<file path="src/design/wspd_pkg.sv">
package wspd_pkg;

    localparam int FRAME_BYTES_DEF = 12;
    localparam int OVERHEAD_BYTES  = 3;
    localparam int LEFT_AT         = 3;
    localparam int RIGHT_AT        = 7;
    localparam logic [7:0] SYNC_FIRST  = 8'hAA;
    localparam logic [7:0] SYNC_SECOND = 8'h55;

    typedef struct packed {
        logic [7:0] rx_byte;
        logic       buffer_start;
    } wspd_in_t;

    typedef struct packed {
        logic signed [31:0] left_target;
        logic signed [31:0] right_target;
    } wspd_out_t;

    // per-cell control: shift is shared by every cell of the window, clear differs for the newest cell
    typedef struct packed {
        logic shift;
        logic clear;
    } wspd_cell_ctl_t;

endpackage

</file>
<file path="src/design/wspd_cell.sv">
module wspd_cell
    import wspd_pkg::*;
(
    input  logic           clk,
    input  logic           rst_n,
    input  wspd_cell_ctl_t ctl,
    input  logic [7:0]     byte_in,
    input  logic           valid_in,
    output logic [7:0]     byte_out,
    output logic           valid_out
);

    logic [7:0] byte_reg;
    logic [7:0] byte_next;
    logic       valid_reg;
    logic       valid_next;

    always_comb
    begin
        byte_next  = byte_reg;
        valid_next = valid_reg;
        if (ctl.shift)
        begin
            byte_next  = byte_in;
            valid_next = valid_in && !ctl.clear;
        end
    end

    always_ff @(posedge clk or negedge rst_n)
    begin
        if (!rst_n)
        begin
            valid_reg <= 1'b0;
        end
        else
        begin
            valid_reg <= valid_next;
        end
    end

    always_ff @(posedge clk)
    begin
        byte_reg <= byte_next;
    end

    assign byte_out  = byte_reg;
    assign valid_out = valid_reg;

endmodule

</file>
<file path="src/design/wspd_check.sv">
module wspd_check
    import wspd_pkg::*;
#(
    parameter int FRAME_BYTES = FRAME_BYTES_DEF
)
(
    input  logic [7:0] win [FRAME_BYTES],
    input  logic       full,
    output logic       hit,
    output wspd_out_t  res
);

    logic [7:0] sum;

    // XOR over the length byte and both speeds
    always_comb
    begin
        sum = 8'h00;
        for (int i = 2; i < FRAME_BYTES - 1; i++)
        begin
            sum = sum ^ win[i];
        end
    end

    assign hit = full
              && (win[0] == SYNC_FIRST)
              && (win[1] == SYNC_SECOND)
              && (win[2] == 8'(FRAME_BYTES - OVERHEAD_BYTES))
              && (sum == win[FRAME_BYTES-1]);

    assign res.left_target  = {win[LEFT_AT], win[LEFT_AT+1], win[LEFT_AT+2], win[LEFT_AT+3]};
    assign res.right_target = {win[RIGHT_AT], win[RIGHT_AT+1], win[RIGHT_AT+2],
                               win[RIGHT_AT+3]};

endmodule

</file>
<file path="src/design/wspd_out_buf.sv">
module wspd_out_buf
    import wspd_pkg::*;
(
    input  logic      clk,
    input  logic      rst_n,
    input  logic      push,
    input  wspd_out_t push_res,
    output logic      skid_full,
    output logic      out_valid,
    input  logic      out_ready,
    output wspd_out_t out_res
);

    logic      main_valid_reg;
    logic      main_valid_next;
    logic      skid_valid_reg;
    logic      skid_valid_next;
    wspd_out_t main_reg;
    wspd_out_t main_next;
    wspd_out_t skid_reg;
    wspd_out_t skid_next;
    logic      pop;

    assign pop = main_valid_reg && out_ready;

    always_comb
    begin
        main_valid_next = main_valid_reg && !pop;
        skid_valid_next = skid_valid_reg;
        main_next       = main_reg;
        skid_next       = skid_reg;
        if (skid_valid_reg)
        begin
            if (pop)
            begin
                main_next       = skid_reg;
                main_valid_next = 1'b1;
                skid_valid_next = 1'b0;
            end
        end
        else if (push)
        begin
            if (!main_valid_reg || pop)
            begin
                main_next       = push_res;
                main_valid_next = 1'b1;
            end
            else
            begin
                skid_next       = push_res;
                skid_valid_next = 1'b1;
            end
        end
    end

    always_ff @(posedge clk or negedge rst_n)
    begin
        if (!rst_n)
        begin
            main_valid_reg <= 1'b0;
            skid_valid_reg <= 1'b0;
        end
        else
        begin
            main_valid_reg <= main_valid_next;
            skid_valid_reg <= skid_valid_next;
        end
    end

    always_ff @(posedge clk)
    begin
        main_reg <= main_next;
        skid_reg <= skid_next;
    end

    assign skid_full = skid_valid_reg;
    assign out_valid = main_valid_reg;
    assign out_res   = main_reg;

endmodule

</file>
<file path="src/design/wheel_speed_packet_deframer.sv">
// Wheel speed packet deframer.
// Input channel (in_valid/in_ready/in_req): one received byte per request,
// with buffer_start marking the first byte of a new receive buffer; the
// bytes held so far are dropped before that byte is taken.
// Output channel (out_valid/out_ready/out_res): one request per valid frame,
// carrying the signed left and right speeds decoded big-endian.
// A frame is AA 55, length 9, eight speed bytes, then the XOR of the nine
// bytes from the length on. Every byte position is tried as a frame start;
// after a good frame the window empties, so frames never overlap.
// Throughput: one byte per cycle while in_ready is high. The frame test looks
// at the window as it will be after the byte is shifted in, so a result is
// registered into the output buffer at the accepting edge of its last byte.
// Reset empties the window and the output buffer; nothing is pending.
// Stall: the output has a result register plus one skid entry. in_ready
// drops only while the skid entry is occupied, so bytes keep flowing while a
// single result waits on the receiver.
module wheel_speed_packet_deframer
    import wspd_pkg::*;
#(
    parameter int FRAME_BYTES = FRAME_BYTES_DEF
)
(
    input  logic      clk,
    input  logic      rst_n,
    input  logic      in_valid,
    output logic      in_ready,
    input  wspd_in_t  in_req,
    output logic      out_valid,
    input  logic      out_ready,
    output wspd_out_t out_res
);

    logic [7:0]       win_cur  [FRAME_BYTES];
    logic [7:0]       win_next [FRAME_BYTES];
    logic [FRAME_BYTES-1:0] valid_vec;
    logic             accept;
    logic             full_next;
    logic             hit;
    logic             skid_full;
    wspd_out_t        frame_res;

    assign accept = in_valid && in_ready;
    assign in_ready = !skid_full;

    // Window as it stands after this byte: slide toward cell 0, new byte last.
    always_comb
    begin
        for (int i = 0; i < FRAME_BYTES - 1; i++)
        begin
            win_next[i] = win_cur[i+1];
        end
        win_next[FRAME_BYTES-1] = in_req.rx_byte;
    end

    // Full once the oldest slot holds a byte of the current buffer.
    assign full_next = valid_vec[1] && !in_req.buffer_start;

    wspd_check #(
        .FRAME_BYTES (FRAME_BYTES)
    ) u_check (
        .win  (win_next),
        .full (full_next),
        .hit  (hit),
        .res  (frame_res)
    );

    // Cell 0 holds the oldest byte. A buffer start clears all but the newest
    // cell; a good frame clears every cell.
    genvar g;
    generate
        for (g = 0; g < FRAME_BYTES; g++)
        begin : g_cell
            wspd_cell_ctl_t ctl;
            logic [7:0]     byte_in;
            logic           valid_in;

            if (g == FRAME_BYTES - 1)
            begin : g_last
                assign byte_in   = in_req.rx_byte;
                assign valid_in  = 1'b1;
                assign ctl.clear = hit;
            end
            else
            begin : g_mid
                assign byte_in   = win_cur[g+1];
                assign valid_in  = valid_vec[g+1];
                assign ctl.clear = hit || in_req.buffer_start;
            end
            assign ctl.shift = accept;

            wspd_cell u_cell (
                .clk       (clk),
                .rst_n     (rst_n),
                .ctl       (ctl),
                .byte_in   (byte_in),
                .valid_in  (valid_in),
                .byte_out  (win_cur[g]),
                .valid_out (valid_vec[g])
            );
        end
    endgenerate

    wspd_out_buf u_out_buf (
        .clk       (clk),
        .rst_n     (rst_n),
        .push      (accept && hit),
        .push_res  (frame_res),
        .skid_full (skid_full),
        .out_valid (out_valid),
        .out_ready (out_ready),
        .out_res   (out_res)
    );

    // A buffer start leaves exactly the new byte in the window.
    a_buf_start_one: assert property (@(posedge clk) disable iff (!rst_n)
        (accept && in_req.buffer_start) |=> ($countones(valid_vec) == 1))
        else $error("window not restarted on buffer start");

    // A good frame empties the window.
    a_hit_clears: assert property (@(posedge clk) disable iff (!rst_n)
        (accept && hit) |=> (valid_vec == '0))
        else $error("window not emptied after frame");

    // A good frame always yields a pending result.
    a_hit_result: assert property (@(posedge clk) disable iff (!rst_n)
        (accept && hit) |=> out_valid)
        else $error("frame result lost");

    // The skid entry is used only behind a waiting result.
    a_skid_order: assert property (@(posedge clk) disable iff (!rst_n)
        skid_full |-> out_valid)
        else $error("skid entry held with output empty");

    // A frame test never fires on a partly filled window.
    a_hit_full: assert property (@(posedge clk) disable iff (!rst_n)
        hit |-> (valid_vec[1] && !in_req.buffer_start))
        else $error("frame detected in partial window");

endmodule

</file>
<file path="config.mk">
export PLATFORM = sky130hd
export DESIGN_NAME = wheel_speed_packet_deframer
export DESIGN_NICKNAME = d
export VERILOG_FILES = /design/src/design/wspd_pkg.sv /design/src/design/wspd_cell.sv /design/src/design/wspd_check.sv /design/src/design/wspd_out_buf.sv /design/src/design/wheel_speed_packet_deframer.sv
export SDC_FILE = /design/constraint.sdc
export NUM_CORES = 1
export LEC_CHECK = 0
export BUFFER_PORTS_ARGS = -buffer_cell sky130_fd_sc_hd__buf_2
export CORE_MARGIN = 2
export CORE_UTILIZATION = 25
export CTS_BUF_LIST = sky130_fd_sc_hd__clkbuf_4 sky130_fd_sc_hd__clkbuf_8
export DETAILED_ROUTE_END_ITERATION = 6
export GPL_ROUTABILITY_DRIVEN = 1
export PLACE_DENSITY = 0.4
export SYNTH_ARGS = -nofsm -noshare
export SYNTH_HDL_FRONTEND = slang
export SYNTH_HIERARCHICAL = 1
export SYNTH_SLANG_ARGS = --single-unit
</file>
<file path="constraint.sdc">
create_clock -name clk -period 6.9 [get_ports clk]
set_input_delay 0.345 -clock clk [delete_from_list [all_inputs] [get_ports clk]]
set_output_delay 0.345 -clock clk [all_outputs]
set_load 0.02 [all_outputs]
</file>
Word-level counts from Yosys, hierarchy flattened
Cells that the tools add are included.
Widths: inputs -> output; s select.
{ "totals": {"inputBits": 13, "out_inout_bits": 66, "reg_bits": 229, "elab_cells": 86} }
{ "op_classes": {"mux": 12, "eq_ne": 5, "reduce_logical": 31, "bitwise_logic": 10} }
{ "op_table": {"columns": ["op", "count"], "rows": [
  ["$mux 64", 4],
  ["$xor 8x8->8", 8],
  ["$logic_and 1x1->1", 19],
  ["$eq 8x4->1 const B", 1],
  ["$eq 8x7->1 const B", 1],
  ["$eq 8x8->1", 1],
  ["$eq 8x8->1 const B", 1],
  ["$mux 1", 8],
  ["$logic_not 1->1", 6],
  ["$reduce_and 3->1", 2],
  ["$reduce_bool 2->1", 2],
  ["$logic_or 1x1->1", 2],
  ["$ne 2x2->1 const B", 1],
  ["$not 1->1", 2]
]} }

Logic depth before layout (Yosys ltp)
{ "depth": {"ltp_word": 13, "ltp_mapped": 8, "depth_no_buf": 8} }

Hierarchy
Netlist, hierarchy kept.
{ "modules_own_cells": {"columns": ["mod", "area_per_inst_um2", "seq_area_each_um2", "cells_per_inst", "instances"], "rows": [
  ["wspd_out_buf", 4984.8, 3893.7, 211, 1],
  ["wspd_cell", 281.5, 265.3, 12, 11],
  ["wspd_check", 1237.4, 0.0, 143, 1],
  ["wheel_speed_packet_deframer", 36.3, 0.0, 6, 1]
]} }

Worst setup path before layout
Ideal clock, no wire load.
{ "synth_timing": {"path_type": "register to register", "startpoint": "register u_out_buf.skid_valid_reg (netlist: u_out_buf/skid_full)", "endpoint": "register g_cell[10].u_cell.byte_reg[0] (enable)", "period_less_slack_ps": 5601, "path_slack_ps": 1299, "setup_ps": 580, "path_buffers": 0, "arrival_ps": 5021, "path_stages_with_launch": 2, "required_ps": 6320, "path_cell_list": "dfrtp_1 -> nor2b_1"} }
{ "synth_between": {"elab_chain_len": 2} }
{ "synth_rtl": {"columns": ["element", "line", "rtl"], "rows": [
  ["start: declaration", "wspd_out_buf.sv:16", "logic skid_valid_reg;"],
  ["start signal: assignment", "wspd_out_buf.sv:66", "skid_valid_reg <= skid_valid_next;"],
  ["$logic_not 1->1", "wheel_speed_packet_deframer.sv:43", "assign in_ready = !skid_full;"],
  ["$logic_and 1x1->1", "wheel_speed_packet_deframer.sv:42", "assign accept = in_valid && in_ready;"],
  ["via accept", "wheel_speed_packet_deframer.sv:36", "logic accept;"],
  ["end signal: assignment", "wspd_cell.sv:43", "byte_reg <= byte_next;"],
  ["end: declaration", "wspd_cell.sv:13", "logic [7:0] byte_reg;"]
]} }
The timed path passes the listed nets, and every way through them passes these cells.
A chain may end at the register's enable or synchronous reset.

Worst setup path after layout
{ "layout_timing": {"startpoint": "register g_cell[11].u_cell.byte_reg[6]", "endpoint": "register u_out_buf/skid_reg[4] in the netlist's numbering (enable)"} }
{ "layout_between": {"elab_chain_len": 5} }
{ "layout_rtl": {"columns": ["element", "line", "rtl"], "rows": [
  ["start: declaration", "wspd_cell.sv:13", null],
  ["start signal: assignment", "wspd_cell.sv:43", null],
  ["$xor 8x8->8", "wspd_check.sv:21", "sum = sum ^ win[i];"],
  ["$eq 8x8->1", "wspd_check.sv:29", "&& (sum == win[FRAME_BYTES-1]);"],
  ["$logic_and 1x1->1", "wspd_check.sv:29", null],
  ["via hit", "wheel_speed_packet_deframer.sv:38", "logic hit;"],
  ["$logic_and 1x1->1", "wheel_speed_packet_deframer.sv:106", ".push (accept && hit),"],
  ["$reduce_and 3->1 (no line)", null, null],
  ["end signal: assignment", "wspd_out_buf.sv:73", "skid_reg <= skid_next;"],
  ["end: declaration", "wspd_out_buf.sv:20", "wspd_out_t skid_reg;"]
]} }
The timed path passes the listed nets, and every way through them passes these cells.

==> impl_metrics.json <==
{
  "use_met3": 0.02322,
  "cpMostUsedCell": "xnor2_1",
  "peakVddDrop_v": 0.00009197,
  "die_area_um2": 38980,
  "synth-compound-area-share": 0.008292,
  "tns_ns": 0,
  "fmax_ghz": 0.2699,
  "drt-initial-drc-count": 194,
  "crit_path_start_kind": "flop",
  "clkPwrFrac": 0.401,
  "routed_wl_um": 17460,
  "synthMuxAreaShare": 0.1007,
  "synth-simple-area-share": 0.02568,
  "clk_latency_ns": 0.53,
  "met2_usage": 0.1330,
  "area_delta_synth_final_pct": 13.91,
  "cts_tree": "yes",
  "worst-path-max-fanout": 64,
  "grt_overflow": 0,
  "synth_fa_ha_area_frac": 0,
  "place_ws_ns": 3.135,
  "status": "finished clean",
  "ys_types": 29,
  "pwr-share-seq": 0.540,
  "cts.sink_count": 229,
  "worstMarginPinSlew_ns": 1.186,
  "synth.yosys.seq_area_share": 0.7281,
  "vias": 4025,
  "switchingPower_uw": 661.2,
  "post-cts-setup-buffers": 0,
  "setup_slack_ns": 3.195,
  "portBuffers": 78,
  "firstDrtPassIters": 4,
  "postSynthCellCount": 492,
  "cts-buffers-inserted": 40,
  "drv_slew": 0,
  "drive_gt1_frac": 0.3545,
  "fp.coreArea_um2": 36700,
  "cp.arrival_ns": 3.84,
  "dp_hpwl_um": 9774,
  "cts-root-buf": "clkbuf_8",
  "nets": 565,
  "die_w_um": 197.4,
  "initial_core_util": 0.2549,
  "viasPerCell": 3.822,
  "wl_per_cell_um": 16.58,
  "power.internal_uw": 2294,
  "finalWeightedCongestion": 0.6814,
  "grt_pass1_wl_um": 26880,
  "ys_ff_latch": 229,
  "avgSynthCellArea_um2": 19.01,
  "num_rows": 70,
  "ctsHtreeMaxLevel": 2,
  "grt_max_degree": 65,
  "synth_area_um2": 9355,
  "grtUsageTotal": 0.09111,
  "worstSetupPathType": "reg -> reg",
  "grt_use_met1": 0.1290,
  "relSlewSlack": 0.2091,
  "drc": 0,
  "finalCritPeriodShare": 0.5370,
  "combinationalPowerShare": 0.059,
  "cpPeakStageDelay_ns": 1.05,
  "syn-num-nets": 505,
  "finalHoldViolations": 0,
  "critPathCaptureType": "flop",
  "grt_busiest_layer": "met2",
  "power_leakage_uw": 0.003709,
  "synth_top_family_by_area": "multiplexers",
  "drv_cap": 0,
  "largest_reg_flops": 88,
  "rsz0062_at_grt": "false",
  "crit_chain": "xnor2_1 > xnor3_1 > xnor2_1 > nand4_1 > nor4_2 > and3b_1 > and4bb_4",
  "die_y_um": 197.4,
  "io_pins": 79,
  "finalSetupViolCount": 0,
  "fin_skew_ns": 0.01608,
  "ant_nets": 0,
  "clkTransAtPathRegs_ns": 0.06,
  "p_sw_frac": 0.2237,
  "required_ns": 7.04,
  "grt_pass1_vias": 4343,
  "power_density_nw_per_um2": 277.3,
  "ys.warnings.count": 6,
  "synth-xor-area-share": 0.07062,
  "cp_slowest_cell": "and4bb_4",
  "ctsLongestPathBuffers": 3,
  "hold_class": "in -> reg",
  "antenna_found_initial": 0,
  "final.min_clock_period_ns": 3.705
}
## layer usage
metal	wire length [um]	up-vias
met3	896	36
li1	-	1882
met5	0	-
met1	8642	2013
met2	7433	94
met4	489	0
## area by class of cell
type | count | area [um2]
diodes | 1 | 2.502
repair buffers | 90 | 503.0
flip-flops and latches | 229 | 6815
clock inverters | 18 | 80.08
inverters | 13 | 48.80
well taps | 468 | 585.6
multi-input cells | 178 | 1944
fillers | 3630 | 26040
clock buffers | 56 | 676.9
## worst paths after layout
| path | cells after the start | from | endpoint | slack [ns] |
|---|---|---|---|---|
| worst min-delay path | 3 | out_ready | u_out_buf/skid_full | 0.16 |
| worst max-delay path | 7 | g_cell[11].u_cell/byte_out[6] | u_out_buf/skid_reg[4] | 3.19 |
| worst max register to register | 7 | g_cell[11].u_cell/byte_out[6] | u_out_buf/skid_reg[4] | 3.19 |
| worst min register to register | 0 | g_cell[2].u_cell/byte_out[7] | g_cell[1].u_cell/byte_out[7] | 0.44 |
| min in group asynchronous | 2 | rst_n | g_cell[6].u_cell/valid_out | 0.26 |
| max in group asynchronous | 2 | rst_n | u_out_buf/skid_full | 6.38 |
## cell usage after synthesis
cell / count / area, um2
xnor3_1: 6 / 135.1
nand2b_1: 1 / 6.260
buf_4: 64 / 480.5
a22o_1: 1 / 8.760
and3b_1: 1 / 8.760
a21oi_1: 1 / 5.000
nor2_1: 4 / 15.01
and2_1: 1 / 6.260
or2_1: 1 / 6.260
nor4_1: 1 / 6.260
nand4_1: 3 / 18.77
and4bb_2: 1 / 12.51
o21ai_1: 11 / 55.05
mux2_4: 59 / 885.9
dfrtp_1: 13 / 325.3
xnor2_1: 52 / 455.4
buf_6: 8 / 90.09
mux2_1: 5 / 56.30
conb_1: 1 / 3.750
o22a_1: 1 / 8.760
nand3b_1: 12 / 90.09
nand2_1: 1 / 3.750
nor4bb_1: 4 / 40.04
edfxtp_1: 216 / 6486
and2b_1: 1 / 7.510
xor2_1: 8 / 70.07
inv_1: 13 / 48.80
nor2b_1: 1 / 6.260
nor4_2: 1 / 12.51
## cell families after synthesis
family | after synthesis
compound gates | 14
xor+xnor | 66
buf+inv | 85
flops | 229
mux | 64
other cells | 1
simple gates | 33
## placed cells by master, fill, tap and decap left out, types with 2 or more instances in the layout
cell           netlist  layout
nor2_1               4       4
xnor3_1              6       6
mux2_1               5       5
buf_2                0      78
edfxtp_1           216     216
nor4bb_1             4       4
clkbuf_4             0      15
clkinv_1             0      12
nand4_1              3       3
nand3b_1            12      12
buf_4               64       3
mux2_4              59      59
clkinvlp_4           0       2
xor2_1               8       8
inv_1               13      13
xnor2_1             52      52
clkbuf_8             0      41
o21ai_1             11      11
clkinv_2             0       4
dfrtp_1             13      12
dlygate4sd3_1        0       9
## timing repair
item	CTS	global route
hold buffers	9	0
resized for setup	0	0
hold endpoints to repair	21	0
## per-stage QoR
stage | cell area (um2) | power (uW) | hold WS [ns] | utilization | std cells
2_1_floorplan | 9355 | 1774 | 0.04941 | - | 492
3_3_place_gp | 9807 | 1798 | 0.2475 | 0.2672 | 969
3_5_place_dp | 9807 | 1798 | 0.2529 | 0.2672 | 969
4_1_cts | 10650 | 3022 | 0.1213 | 0.2903 | 1052
5_1_grt | 10650 | 3094 | 0.1488 | 0.2903 | 1052
6_report | 10660 | 2955 | 0.1583 | 0.2904 | 1053
## critical path, delay by kind of cell (launching register included)
kind                      cells  cell delay, ns
xor gates and xnor gates      3            0.92
DFF                           1            0.44
and+or+nand+nor               4            1.91
## power groups by stage
| stage | Sequential, uW | Combinational [uW] | Clock, uW |
|---|---|---|---|
| after floorplan | 1610 | 161 | 0 |
| after global placement | 1620 | 176 | 0 |
| after detailed placement | 1620 | 174 | 0 |
| after CTS | 1600 | 180 | 1250 |
| after global routing | 1600 | 191 | 1300 |
| final | 1590 | 174 | 1190 |
(Power assumes the default switching activity.)
